<file path="src/rtl/core/hct_pkg.sv">
// ----------------------------------------------------------------------------
// hct_pkg
// Shared constants, beat types and sequencer states of the homogeneous
// coordinate transform.
// ----------------------------------------------------------------------------
package hct_pkg;

    localparam int RANK      = 8;
    localparam int FRAC_BITS = 16;
    localparam int MAX_RANK  = 8;
    localparam int DIM       = RANK + 1;
    localparam int MAT_N     = DIM * DIM;
    localparam int ADDR_W    = $clog2(MAT_N);
    localparam int SUM_W     = $clog2(DIM);
    localparam int CRD_W     = (RANK > 1) ? $clog2(RANK) : 1;
    localparam int ACC_W     = 64;
    localparam int DIV_W     = ACC_W + FRAC_BITS;
    localparam int DIV_CW    = $clog2(DIV_W);
    localparam logic [31:0] ONE = 32'(1) << FRAC_BITS;

    localparam logic OP_LOAD  = 1'b0;
    localparam logic OP_XFORM = 1'b1;

    typedef struct packed {
        logic               opcode;
        logic [3:0]         row;
        logic [3:0]         col;
        logic signed [31:0] entry;
        logic signed [31:0] coord_0;
        logic signed [31:0] coord_1;
        logic signed [31:0] coord_2;
        logic signed [31:0] coord_3;
        logic signed [31:0] coord_4;
        logic signed [31:0] coord_5;
        logic signed [31:0] coord_6;
        logic signed [31:0] coord_7;
    } t_in_beat;

    typedef struct packed {
        logic signed [31:0] mapped_0;
        logic signed [31:0] mapped_1;
        logic signed [31:0] mapped_2;
        logic signed [31:0] mapped_3;
        logic signed [31:0] mapped_4;
        logic signed [31:0] mapped_5;
        logic signed [31:0] mapped_6;
        logic signed [31:0] mapped_7;
        logic               divide_by_zero;
    } t_out_beat;

    typedef struct packed {
        logic     vld;
        t_in_beat beat;
    } t_q_head;

    typedef enum logic [2:0] {
        S_IDLE,
        S_MAC,
        S_DSET,
        S_DIV,
        S_OUT
    } t_state;

endpackage

</file>
<file path="src/rtl/core/hct_front.sv">
// ----------------------------------------------------------------------------
// hct_front
// Accepts input beats, drops loads outside the matrix and queues the rest
// in a two-entry queue for the back end.
// ----------------------------------------------------------------------------
module hct_front import hct_pkg::*; (
    input  logic     i_clk,
    input  logic     i_rst_n,
    input  logic     i_valid,
    input  t_in_beat i_data,
    output logic     o_stall,
    output t_q_head  o_head,
    input  logic     i_pop
);

    t_in_beat   r_slot [2];
    logic       r_wp, r_rp;
    logic [1:0] r_cnt;
    logic       keep, push;

    assign o_stall = (r_cnt == 2'd2);
    assign keep = (i_data.opcode == OP_XFORM) ||
                  ((32'(i_data.row) <= RANK) && (32'(i_data.col) <= RANK));
    assign push = i_valid && !o_stall && keep;

    always_ff @(posedge i_clk) begin
        if (!i_rst_n) begin
            r_wp  <= 1'b0;
            r_rp  <= 1'b0;
            r_cnt <= 2'd0;
        end else begin
            if (push) begin
                r_wp <= !r_wp;
            end
            if (i_pop) begin
                r_rp <= !r_rp;
            end
            r_cnt <= r_cnt + 2'(push) - 2'(i_pop);
        end
    end

    always_ff @(posedge i_clk) begin
        if (push) begin
            r_slot[r_wp] <= i_data;
        end
    end

    assign o_head.vld  = (r_cnt != 2'd0);
    assign o_head.beat = r_slot[r_rp];

endmodule

</file>
<file path="config.mk">
export PLATFORM = sky130hd
export DESIGN_NAME = hct_front
export DESIGN_NICKNAME = d
export VERILOG_FILES = /design/src/rtl/core/hct_pkg.sv /design/src/rtl/core/hct_front.sv
export SDC_FILE = /design/constraint.sdc
export NUM_CORES = 1
export LEC_CHECK = 0
export ABC_AREA = 1
export BUFFER_PORTS_ARGS = -buffer_cell sky130_fd_sc_hd__buf_4
export CORE_AREA = 2 2 234 236
export DETAILED_ROUTE_END_ITERATION = 12
export DIE_AREA = 0 0 236 238
export GPL_TIMING_DRIVEN = 1
export HOLD_SLACK_MARGIN = 0.12
export MAX_ROUTING_LAYER = met4
export PLACE_DENSITY = 0.69
export SYNTH_ARGS = -nofsm -noshare
export SYNTH_HDL_FRONTEND = slang
export SYNTH_SLANG_ARGS = --single-unit
</file>
<file path="constraint.sdc">
create_clock -name i_clk -period 17.4 [get_ports i_clk]
set_input_delay 3.48 -clock i_clk [delete_from_list [all_inputs] [get_ports i_clk]]
set_output_delay 3.48 -clock i_clk [all_outputs]
set_load 0.02 [all_outputs]
</file>
==> summary.md, run 1 <==
| Metric | Value |
|---|---|
| Pwr/cell area | 116.0 nW/um^2 |
| GRT Resource Usage Total | 18.23% |
| Critical path class | register to primary output |
| Required time at the worst-slack endpoint | ~14,000 ps |
| Max-slew headroom | 17.66% |
| Met2 WL | about 27 mm |
| DRC Markers | 0 |
| Mapped Cells | 965 |
| Total internal power | roughly 2.6 mW |
| Die H | 238 um |
| Mux cell area share after synthesis | 18.58% |
| Unique cell type count in the Yosys netlist | 15 |
| Finished Layout Cells | between 2k and 2.5k |
| RSZ-0062 raised after global routing | false |
| Die Area | 56,170 sq um |
| H-Tree Depth | 2 |
| Critical path arrival | approximately 3900 ps |
| Placed insts | roughly 2.2k |
| Area growth from synthesis to layout | 30.92% |
| DR WL met3 | 4.181 mm |
| Routability cong. | between 0.8 and 0.9 |
| Comb power frac | 14.5% |
| Clock Power Share | 35.3% |
| Initial antenna violation count | 9 |
| Routed length on met1 | about 19 mm |
| Setup TNS | 0 ps |
| Hold WC Path Type | register to register |
| Worst vdd ir | 0.08857 mV |
| Fin util | 55.42% |
| Hold Buf Count CTS | 0 |
| Largest net degree at the start of global routing | 141 |
| CP max stage cell | buf_4 |
| DRT Wirelength | between 50 and 60 mm |
| Register area share after synthesis | 79.21% |
| Die X | 236 um |
| Initial DRC count | 713 |
| Post-DRT Antenna Nets | 0 |
| Sw Pwr | 0.8040 mW |
| Cells along the critical path | buf_4 > buf_4 > mux2_4 > buf_4 |
| Switching Share | 23.37% |
| Power Total | between 3 and 4 mW |
| Worst-path clk slew | 60 ps |
| Status | finished clean |
| Worst Setup End Kind | primary output |
| R2R Path Start | r_cnt[1]$_SDFF_PN0_ |
| CP max FO | 57 |
| Io pins | 600 |
| Yosys synthesis warning count | 0 |
| Largest family of logic cells by synthesized area | multiplexers |
| Mapped Nets | 1,268 |
| Startpoint types | register |
| Postcts setup bufs | 0 |
| Sequential share of power | 50.2% |
| Min-delay src | r_cnt[1]$_SDFF_PN0_ |
| Worst slew pin tran | 1235 ps |
| CTS sink cnt | 599 |
| Synth Area in Simple Gates | less than 1% |
| Routed len/inst | 21.89 um |
| Min Hold Slack | between 400 and 500 ps |
| Resized cells post-CTS | 0 |
| Final worst path period share | 42.53% |
| CTS tree | yes |
| Max stage delay on crit path | 910 ps |
| Final Hold Fails | 0 |
| Worst-skew pair later-pin latency | 600 ps |
| Synth Area in Adders | less than 1% |
| Xor/xnor share of the synthesized area | 0.03868% |
| CTS buffer count | 59 |
| HPWL after detailed placement | 35.92 mm |
| Grt ovf | 0 |
| Initial core utilization | 42.33% |
| Root buf cell | clkbuf_16 |
| Top sig layer | met4 |
| Max Transition Viols Final | 0 |
| Vias per cell | about 4.8 |
| LEAKAGE | 11.44 nW |
| Drt pass-1 iters | 5 |
| Fin nets | 1,905 |
| Row count | 85 |
| Placeable Area | approximately 53,000 sq um |
| Max Root-Sink Buffers | 3 |
| Crit-path most repeated cell | buf_4 |
| Worst Clk Skew | 23.24 ps |
| First-pass GRT wire length | 73.69 mm |
| Compound-gate portion of the synthesized area | 0.06631% |
| Routed via count | ~11k |
| Final Critical Period | 7400 ps |
| # Max-Cap Violations | 0 |
| Max Clk Rate | 135.1 MHz |
| Mean Syn Cell Area | around 23 sq um |
| Post-Syn Area | between 20,000 and 25,000 sq um |
| Vias in the first global route | 11.85k |
| Endpoints failing setup | 0 |
| FF+latch count, synth | 599 |
| Share of layout cells above drive strength 1 | 60.11% |
| Count of input and output buffers | 599 |
-- area by class of cell --
type	instances	area, sq um
fillers	4164	23850
flip-flops and latches	599	17940
repair buffers	609	4584
multi-input cells	325	4350
clock buffers	75	1579
well taps	696	870.8
clock inverters	31	259.0
inverters	8	37.54
diodes	9	22.52
-- routing by layer --
| layer | global-route usage, % | up-vias |
|---|---|---|
| met4 | 7.585 | 0 |
| met2 | 30.68 | 399 |
| li1 | - | 5119 |
| met1 | 19.80 | 5638 |
| met3 | 6.178 | 91 |
| met5 | - | - |
-- placed cells by master, fill, tap and decap left out, drive strengths merged --
| cell | n |
|---|---|
| a21oi | 2 |
| buf | 609 |
| bufinv | 4 |
| clkbuf | 75 |
| clkinv | 22 |
| clkinvlp | 3 |
| dfxtp | 5 |
| diode | 9 |
| edfxtp | 594 |
| ha | 2 |
| inv | 10 |
| mux2 | 297 |
| nand2 | 11 |
| nand3 | 1 |
| nor2 | 9 |
| o21ai | 1 |
| or2 | 1 |
| xnor2 | 1 |
-- critical path, delay by kind of cell, from the launching register on --
family | cells | cell delay [ps]
flops | 1 | 870
mux | 1 | 360
buf+inv | 3 | 1920
-- registers in the layout, summed over array words and instances (netlist names), named ones only --
signal	flops
r_slot	594
r_cnt	2
r_rp	1
r_wp	1
-- Yosys cell counts, drive strengths merged --
master,instances,area [sq um]
o21ai,1,5.000
nand3,1,5.000
or2,1,6.260
nor2,9,33.78
xnor2,1,8.760
ha,2,25.02
dfxtp,5,100.1
mux2,297,4208
edfxtp,594,17840
buf,33,334.1
a21oi,2,10.01
nand2,11,41.29
inv,8,30.03
-- power by group through the flow --
stage,Sequential [mW],Combinational (mW),Clock (mW)
after floorplan,1.79,0.289,0
final,1.73,0.499,1.21
after global routing,1.73,0.526,1.31
after global placement,1.75,0.500,0
after detailed placement,1.76,0.504,0
after CTS,1.73,0.506,1.25
-- final timing paths --
kind / to / slack (ps) / cells after the start
min: r_cnt[1]$_SDFF_PN0_ / 490 / 2
min reg2reg: r_cnt[1]$_SDFF_PN0_ / 490 / 2
max: o_head[269] / 10000 / 4
max reg2reg: r_slot[0][242]$_DFFE_PP_ / 13660 / 7
-- cell families (layout without fill, tap and decap cells) --
kind of cell,Yosys count,after routing
AND/OR/NAND/NOR,22,22
adder cells (fa/ha/maj),2,2
multiplexers,297,297
buffers and inverters,41,723
XOR/XNOR,1,1
other,0,9
AO/OA/AOI/OAI,3,3
flip-flops,599,599
-- through the flow --
stage / cell area, sq um / setup slack, ps
2_1_floorplan: 22640 / 285.8
3_3_place_gp: 27780 / 10220
3_5_place_dp: 27780 / 10230
4_1_cts: 29620 / 9926
5_1_grt: 29640 / 9823
6_report: 29640 / 10000
(Power assumes the default switching activity.)
==> run 2: changes to the inputs <==
- ABC_AREA: 1 -> 0
- CORE_AREA: 2 2 234 236 -> 2 2 236 238
- DIE_AREA: 0 0 236 238 -> 0 0 238 240
- PLACE_DENSITY: 0.69 -> 0.65
- clock period: 17.4 -> 7.08 ns (I/O delays scaled with it)
==> summary.md, run 2 <==
| Metric | Value |
|---|---|
| Mapped Nets | 1,254 (-1.1%) |
| Worst-path clk slew | 60 ps (about the same) |
| Critical path class | register to primary output |
| CTS tree | yes |
| Post-synth ARST share | 0% (unchanged) |
| Max Clk Rate | 230.1 MHz |
| Max FFs per register | 594 (unchanged) |
| Postcts setup bufs | 0 (unchanged) |
| Post-Syn Area | 22,630 sq um (about the same) |
| Max-slew headroom | 26.82% (+9.2 points) |
| Yosys synthesis warning count | 0 (unchanged) |
| Min Hold Slack | 516.9 ps (+24.60 ps) |
| Endpoints failing setup | 0 (unchanged) |
| Max stage delay on crit path | 1070 ps (+160 ps) |
| Routed via count | 11.13k (-1.1%) |
| DRC Markers | 0 (unchanged) |
| Worst slew pin tran | 1098 ps (-137.4 ps) |
| Placed insts | 2,230 (-0.31%) |
| Largest net degree at the start of global routing | 157 (+11%) |
| Number of flops mapped to enable cells by yosys | 594 (unchanged) |
| Final Hold Fails | 0 (unchanged) |
| H-Tree Depth | 3 (+1) |
| Hold Crit Depth | 2 (unchanged) |
| Max Root-Sink Buffers | 3 (unchanged) |
| Synth top area share | 78.82% (about the same) |
| Mean Syn Cell Area | 23.80 sq um (+1.4%) |
| Reg2Reg Depth | 4 (-3) |
| First-pass GRT wire length | 71.36 mm (-3.2%) |
| DP Area | 27,840 sq um (+0.18%) |
| Initial antenna violation count | 4 (-5) |
| Required time at the worst-slack endpoint | 5660 ps (-8260 ps) |
| Resized cells post-CTS | 0 (unchanged) |
| Share of layout cells above drive strength 1 | 60.89% (+0.78 points) |
| Max Transition Viols Final | 0 (unchanged) |
| Worst vdd ir | 0.2497 mV (+180%) |
| R2R Path Start | r_cnt[1]$_SDFF_PN0_ |
| Die Area | 57,120 sq um (+1.7%) |
| Fin util | 54.78% (-0.63 points) |
| Routability cong. | 0.8023 (+0.26%) |
| Die H | 240 um (+0.84%) |
| Die X | 238 um (+0.85%) |
| Area growth from synthesis to layout | 32.32% |
| DRT Wirelength | 50.38 mm (-2.2%) |
| CP max stage cell | dfxtp_4 |
| Placeable Area | 54,660 sq um (+2.2%) |
| Critical path arrival | 2930 ps (-990 ps) |
| Count of input and output buffers | 599 (unchanged) |
| Hold Buf Count CTS | 0 (unchanged) |
| Synth cell count leaders | edfxtp_1, mux2_4, mux2_2 |
| Startpoint types | register |
| FF+latch count, synth | 599 (unchanged) |
| Final Critical Period | ~4300 ps |
| Reg2Reg Capture Point | r_slot[1][159]$_DFFE_PP_ |
| CTS buffer count | 66 (+12%) |
| Switching Share | 24.13% (+0.75 points) |
| GRT Resource Usage Total | 17.49% (-0.74 points) |
| Initial core utilization | 41.40% (-0.93 points) |
| Most flops, register | r_slot |
| Largest regs | r_slot: 594 flops, r_cnt: 2 flops |
| Sink of the worst hold path | r_wp$_SDFFE_PN0P_ |
| Root buf cell | clkbuf_16 |
| Drt pass-1 iters | 4 (-1) |
| Register area share after synthesis | 79.26% (about the same) |
| Worst-skew pair later-pin latency | 570 ps (-30 ps) |
| Cells along the critical path | buf_12 > mux2_4 > buf_4 |
| Hold WC Path Type | register to register |
| Io pins | 600 (unchanged) |
| Dpl ws | 2817 ps (-7410 ps) |
| Final worst path period share | 61.39% |
| CP max FO | 94 (+65%) |
| Comb power frac | 16.7% (+2.2 points) |
| Post-synth top flop | edfxtp_1 |
| Min-delay src | r_wp$_SDFFE_PN0P_ |
| Fin nets | 1,897 (-0.42%) |
| HPWL after detailed placement | 33.97 mm (-5.4%) |
| Total internal power | 6.959 mW (+160%) |
| Status | finished clean |
| Sw Pwr | 2.213 mW (+180%) |
| Initial DRC count | 579 (-19%) |
| Grt ovf | 0 (unchanged) |
| Vias per cell | 4.730 (-1.1%) |
| Mapped Cells | 951 (-1.5%) |
| Worst Setup End Kind | primary output |
| LEAKAGE | 11.53 nW (+0.76%) |
| Sequential share of power | 47.1% (-3.1 points) |
| Post-DRT Antenna Nets | 0 (unchanged) |
| Power Total | 9.171 mW (+170%) |
| Worst Clk Skew | 13.69 ps (-9.554 ps) |
| Unique cell type count in the Yosys netlist | 18 (+3) |
| # Max-Cap Violations | 0 (unchanged) |
| Clock Power Share | 36.2% (+0.9 points) |
| Setup WS post-layout | 2734 ps (-7266 ps) |
| Setup TNS | 0 ps (unchanged) |
| Finished Layout Cells | 2,352 (unchanged) |
| Pwr/cell area | 306.3 nW/um^2 (+160%) |
| Row count | 86 (+1.2%) |
| Most frequent cells in the layout | buf_4, edfxtp_1, mux2_4 |
| RSZ-0062 raised after global routing | false |
| Worst reg-to-reg setup slack | 4230 ps (-9430 ps) |
| Vias in the first global route | 11.76k (-0.77%) |
| CTS sink cnt | 599 (unchanged) |
| Commonest non-fill, non-tap cell in the layout | buf_4 |
| Synth area leader | edfxtp_1 |
| Top area cells in the synthesized netlist | edfxtp_1, mux2_4, mux2_2 |
| Post-route design area | 29,950 sq um (+1.0%) |
| Count leader, synth | edfxtp_1 |
| Routed len/inst | 21.42 um (-2.2%) |
-- run 2: cell count changes after synthesis, sizes merged, moves of 2 or more --
| cell | previous run | this run |
|---|---|---|
| a21oi | 2 | 0 |
| and2 | 0 | 4 |
| inv | 8 | 3 |
| nand2 | 11 | 2 |
| nor2 | 9 | 2 |
| o311ai | 0 | 2 |
-- run 2: logic make-up (layout without fill, tap and decap cells) --
| logic type | after synthesis | in the layout | share of synthesized area [%] |
|---|---|---|---|
| other cells | 0 | 4 | 0 |
| simple gates | 11 | 11 | 0.2710 |
| buf+inv | 36 | 729 | 1.526 |
| xor+xnor | 3 | 3 | 0.1161 |
| fa+ha+maj | 2 | 2 | 0.1106 |
| flops | 599 | 599 | 79.26 |
| compound gates | 2 | 2 | 0.07742 |
| mux | 298 | 298 | 18.64 |
-- run 2: routing by layer --
layer	global-route usage, %	wire [um]	up-vias
li1	-	-	5098
met1	18.72	18310	5557
met2	29.51	26310	379
met3	5.901	4056	91
met4	7.879	1704	0
met5	-	0	-
-- run 2: power by group through the flow --
stage | clock network (mW) | logic, mW | registers (mW)
2_1_floorplan | 0 | 0.910 | 4.44
3_3_place_gp | 0 | 1.54 | 4.38
3_5_place_dp | 0 | 1.55 | 4.40
4_1_cts | 3.42 | 1.55 | 4.32
5_1_grt | 3.55 | 1.61 | 4.34
6_report | 3.32 | 1.53 | 4.32
-- run 2: worst max-delay path, delay by kind of cell, from the launching register on --
kind | cells | cell delay (ps)
flops | 1 | 1070
buf+inv | 2 | 760
mux | 1 | 370
-- run 2: final cells by class --
| type | count | area (sq um) |
|---|---|---|
| diodes | 4 | 10.01 |
| clock buffers | 77 | 1714 |
| clock inverters | 41 | 385.4 |
| fillers | 4312 | 24720 |
| inverters | 3 | 11.26 |
| multi-input cells | 316 | 4363 |
| flip-flops and latches | 599 | 17940 |
| well taps | 704 | 880.8 |
| repair buffers | 608 | 4639 |
-- run 2: worst max path at each step --
stage	from	to	slack [ps]	cells after the start
4_1_cts	register	o_head[285]	2610	3
3_3_place_gp	i_data[293]	r_slot[1][157]$_DFFE_PP_	2870	5
3_5_place_dp	i_data[293]	r_slot[1][154]$_DFFE_PP_	2820	5
6_report	register	o_head[190]	2730	3
5_1_grt	register	o_head[284]	2540	3
2_1_floorplan	i_data[293]	r_slot[0][0]$_DFFE_PP_	-3100	3
==> run 3: changes to the inputs <==
- ABC_AREA: 0 -> 1
- CORE_AREA: 2 2 236 238 -> 2 2 234 236
- DIE_AREA: 0 0 238 240 -> 0 0 236 238
- PLACE_DENSITY: 0.65 -> 0.69
- clock period: 7.08 -> 3.8 ns (I/O delays scaled with it)
==> summary.md, run 3 (synthesis results as in run 1) <==
| Metric | Value |
|---|---|
| Crit-path most repeated cell | buf_4 |
| Max FFs per register | 594 (unchanged) |
| Worst-path clk slew | 70 ps (about the same) |
| Final worst path period share | 82.37% |
| Delay-heaviest family, CP | buffers and inverters |
| Most flops, register | r_slot |
| CP max stage cell | dfxtp_4 |
| Final Critical Period | 3130 ps |
| Row count | 85 (-1.2%) |
| Largest regs | r_slot: 594 flops, r_cnt: 2 flops |
| Pwr/cell area | 522.8 nW/um^2 (+71%) |
| Hold Buf Count CTS | 0 (unchanged) |
| Endpoints failing setup | 0 (unchanged) |
| Max stage delay on crit path | 620 ps (-450 ps) |
| Max Root-Sink Buffers | 3 (unchanged) |
| Io pins | 600 (unchanged) |
| Die H | 238 um (-0.83%) |
| Max-slew headroom | 44.23% (+17 points) |
| LEAKAGE | 11.54 nW (about the same) |
| CTS buffer count | 58 (-12%) |
| Drt pass-1 iters | 4 (unchanged) |
| Critical path class | register to primary output |
| Largest net degree at the start of global routing | 130 (-17%) |
| CP max FO | 24 (-74%) |
| Worst slew pin tran | 836.6 ps (-261.1 ps) |
| Initial antenna violation count | 0 (-4) |
| Resized cells post-CTS | 0 (unchanged) |
| Initial core utilization | 42.33% (+0.93 points) |
| Worst Setup End Kind | primary output |
| Vias per cell | 4.777 (+0.99%) |
| Initial DRC count | 555 (-4.1%) |
| Startpoint types | register |
| Cells along the critical path | buf_12 > buf_4 > mux2_4 > buf_4 |
| CTS sink cnt | 599 (unchanged) |
| Reg2Reg Capture Point | r_slot[1][56]$_DFFE_PP_ |
| R2R Path Start | r_cnt[1]$_SDFF_PN0_ |
| Count of input and output buffers | 599 (unchanged) |
| Routability cong. | 0.7937 (-1.1%) |
| RSZ-0062 raised after global routing | false |
| Commonest non-fill, non-tap cell in the layout | buf_4 |
| Worst reg-to-reg setup slack | 1620 ps (-2610 ps) |
| Post-DRT Antenna Nets | 0 (unchanged) |
| Sink of the worst hold path | r_slot[1][28]$_DFFE_PP_ |
| Placed insts | 2,257 (+1.2%) |
| Worst-skew pair later-pin latency | 590 ps (+20 ps) |
| DRC Markers | 0 (unchanged) |
| Max Transition Viols Final | 0 (unchanged) |
| Fin nets | 1,924 (+1.4%) |
| Critical path arrival | 2370 ps (-560 ps) |
| Finished Layout Cells | 2,359 (+0.30%) |
| Worst vdd ir | 0.5364 mV (+110%) |
| GRT Resource Usage Total | 17.54% (+0.055 points) |
| Min Hold Slack | 345.5 ps (-171.4 ps) |
| Max Clk Rate | 319.5 MHz |
| Share of layout cells above drive strength 1 | 60.49% (-0.39 points) |
| Fillers | 4,139 (-4.0%) |
| Die X | 236 um (-0.84%) |
| First-pass GRT wire length | 71.93 mm (+0.80%) |
| Fin util | 55.78% (+1.0 points) |
| N_diodes | 0 (-4) |
| Vias in the first global route | 11.84k (+0.69%) |
| Setup TNS | 0 ps (unchanged) |
| H-Tree Depth | 2 (-1) |
| Status | finished clean |
| HPWL after detailed placement | 35.50 mm (+4.5%) |
| Die Area | 56,170 sq um (-1.7%) |
| Final Hold Fails | 0 (unchanged) |
| Register Area | 17,940 sq um (unchanged) |
| Reg2Reg Depth | 7 (+3) |
| Worst Clk Skew | 16.74 ps (+3.054 ps) |
| Placeable Area | 53,500 sq um (-2.1%) |
| Area growth from synthesis to layout | 31.78% |
| Postcts setup bufs | 0 (unchanged) |
| # Max-Cap Violations | 0 (unchanged) |
| Root buf cell | clkbuf_16 |
| CTS tree | yes |
| Required time at the worst-slack endpoint | 3040 ps (-2620 ps) |
| DRT Wirelength | 50.16 mm (-0.45%) |
| Routed len/inst | 21.26 um (-0.75%) |
| Min-delay src | i_data[28] |
| Grt ovf | 0 (unchanged) |
| Routed via count | 11.27k (+1.3%) |
| Buf+Inv Stages, Crit Path | 3 (+1) |
| Area occupied by multi-input gates | 4370 sq um (+0.17%) |
| Hold Crit Depth | 1 (-1) |
| Hold WC Path Type | primary input to register |
| Most frequent cells in the layout | buf_4, edfxtp_1, mux2_4 |
[run 3: cell count changes in the layout (fill, tap and decap cells not counted), moves of 3 or more]
cell | before | now
and2_1 | 4 | 0
clkbuf_1 | 10 | 17
nand2_1 | 2 | 9
clkinv_2 | 12 | 6
bufinv_16 | 7 | 4
nor2_1 | 0 | 6
clkinv_1 | 16 | 13
diode_2 | 4 | 0
buf_12 | 6 | 11
inv_1 | 3 | 7
clkbuf_16 | 67 | 59
buf_4 | 602 | 618
[run 3: area by class of cell]
class	count	share of cell area, %
well taps	696	2.918
multi-input cells	325	14.65
repair buffers	629	16.29
inverters	8	0.1132
flip-flops and latches	599	60.12
clock buffers	76	5.162
clock inverters	26	0.7506
[run 3: worst max-delay path by stage]
stage                           start                      end  slack, ps  cells after the start
after CTS                    register               o_head[90]        570                      4
after floorplan           i_data[294]   r_slot[1][0]$_DFFE_PP_      -2160                      7
after detailed placement  i_data[288]  r_slot[1][59]$_DFFE_PP_        900                     10
final                        register               o_head[90]        670                      4
after global routing         register               o_head[90]        530                      4
after global placement    i_data[288]  r_slot[1][82]$_DFFE_PP_        950                     10
[run 3: where the power goes]
group | switching, mW | internal [mW]
Combinational | 1.22 | 1.13
Sequential | 0.106 | 7.77
Clock | 2.27 | 3.10
Total | 3.60 | 12.0
[run 3: metrics by stage]
stage          cell area, sq um  power, mW  setup WS [ps]
5_1_grt                   29840      16.15          532.7
6_report                  29840      15.60          669.9
3_3_place_gp              28080      10.35          946.9
3_5_place_dp              28080      10.40          903.8
4_1_cts                   29840      15.79          570.0
2_1_floorplan             22680      9.382          -2158
[run 3: layer usage]
metal | share of wire (%) | track usage [%] | vias to the layer above
li1 | - | - | 5139
met1 | 37 | 19.11 | 5657
met2 | 53 | 30.58 | 403
met3 | 7.7 | 5.784 | 70
met4 | 2.3 | 5.153 | 0
met5 | 0 | - | -
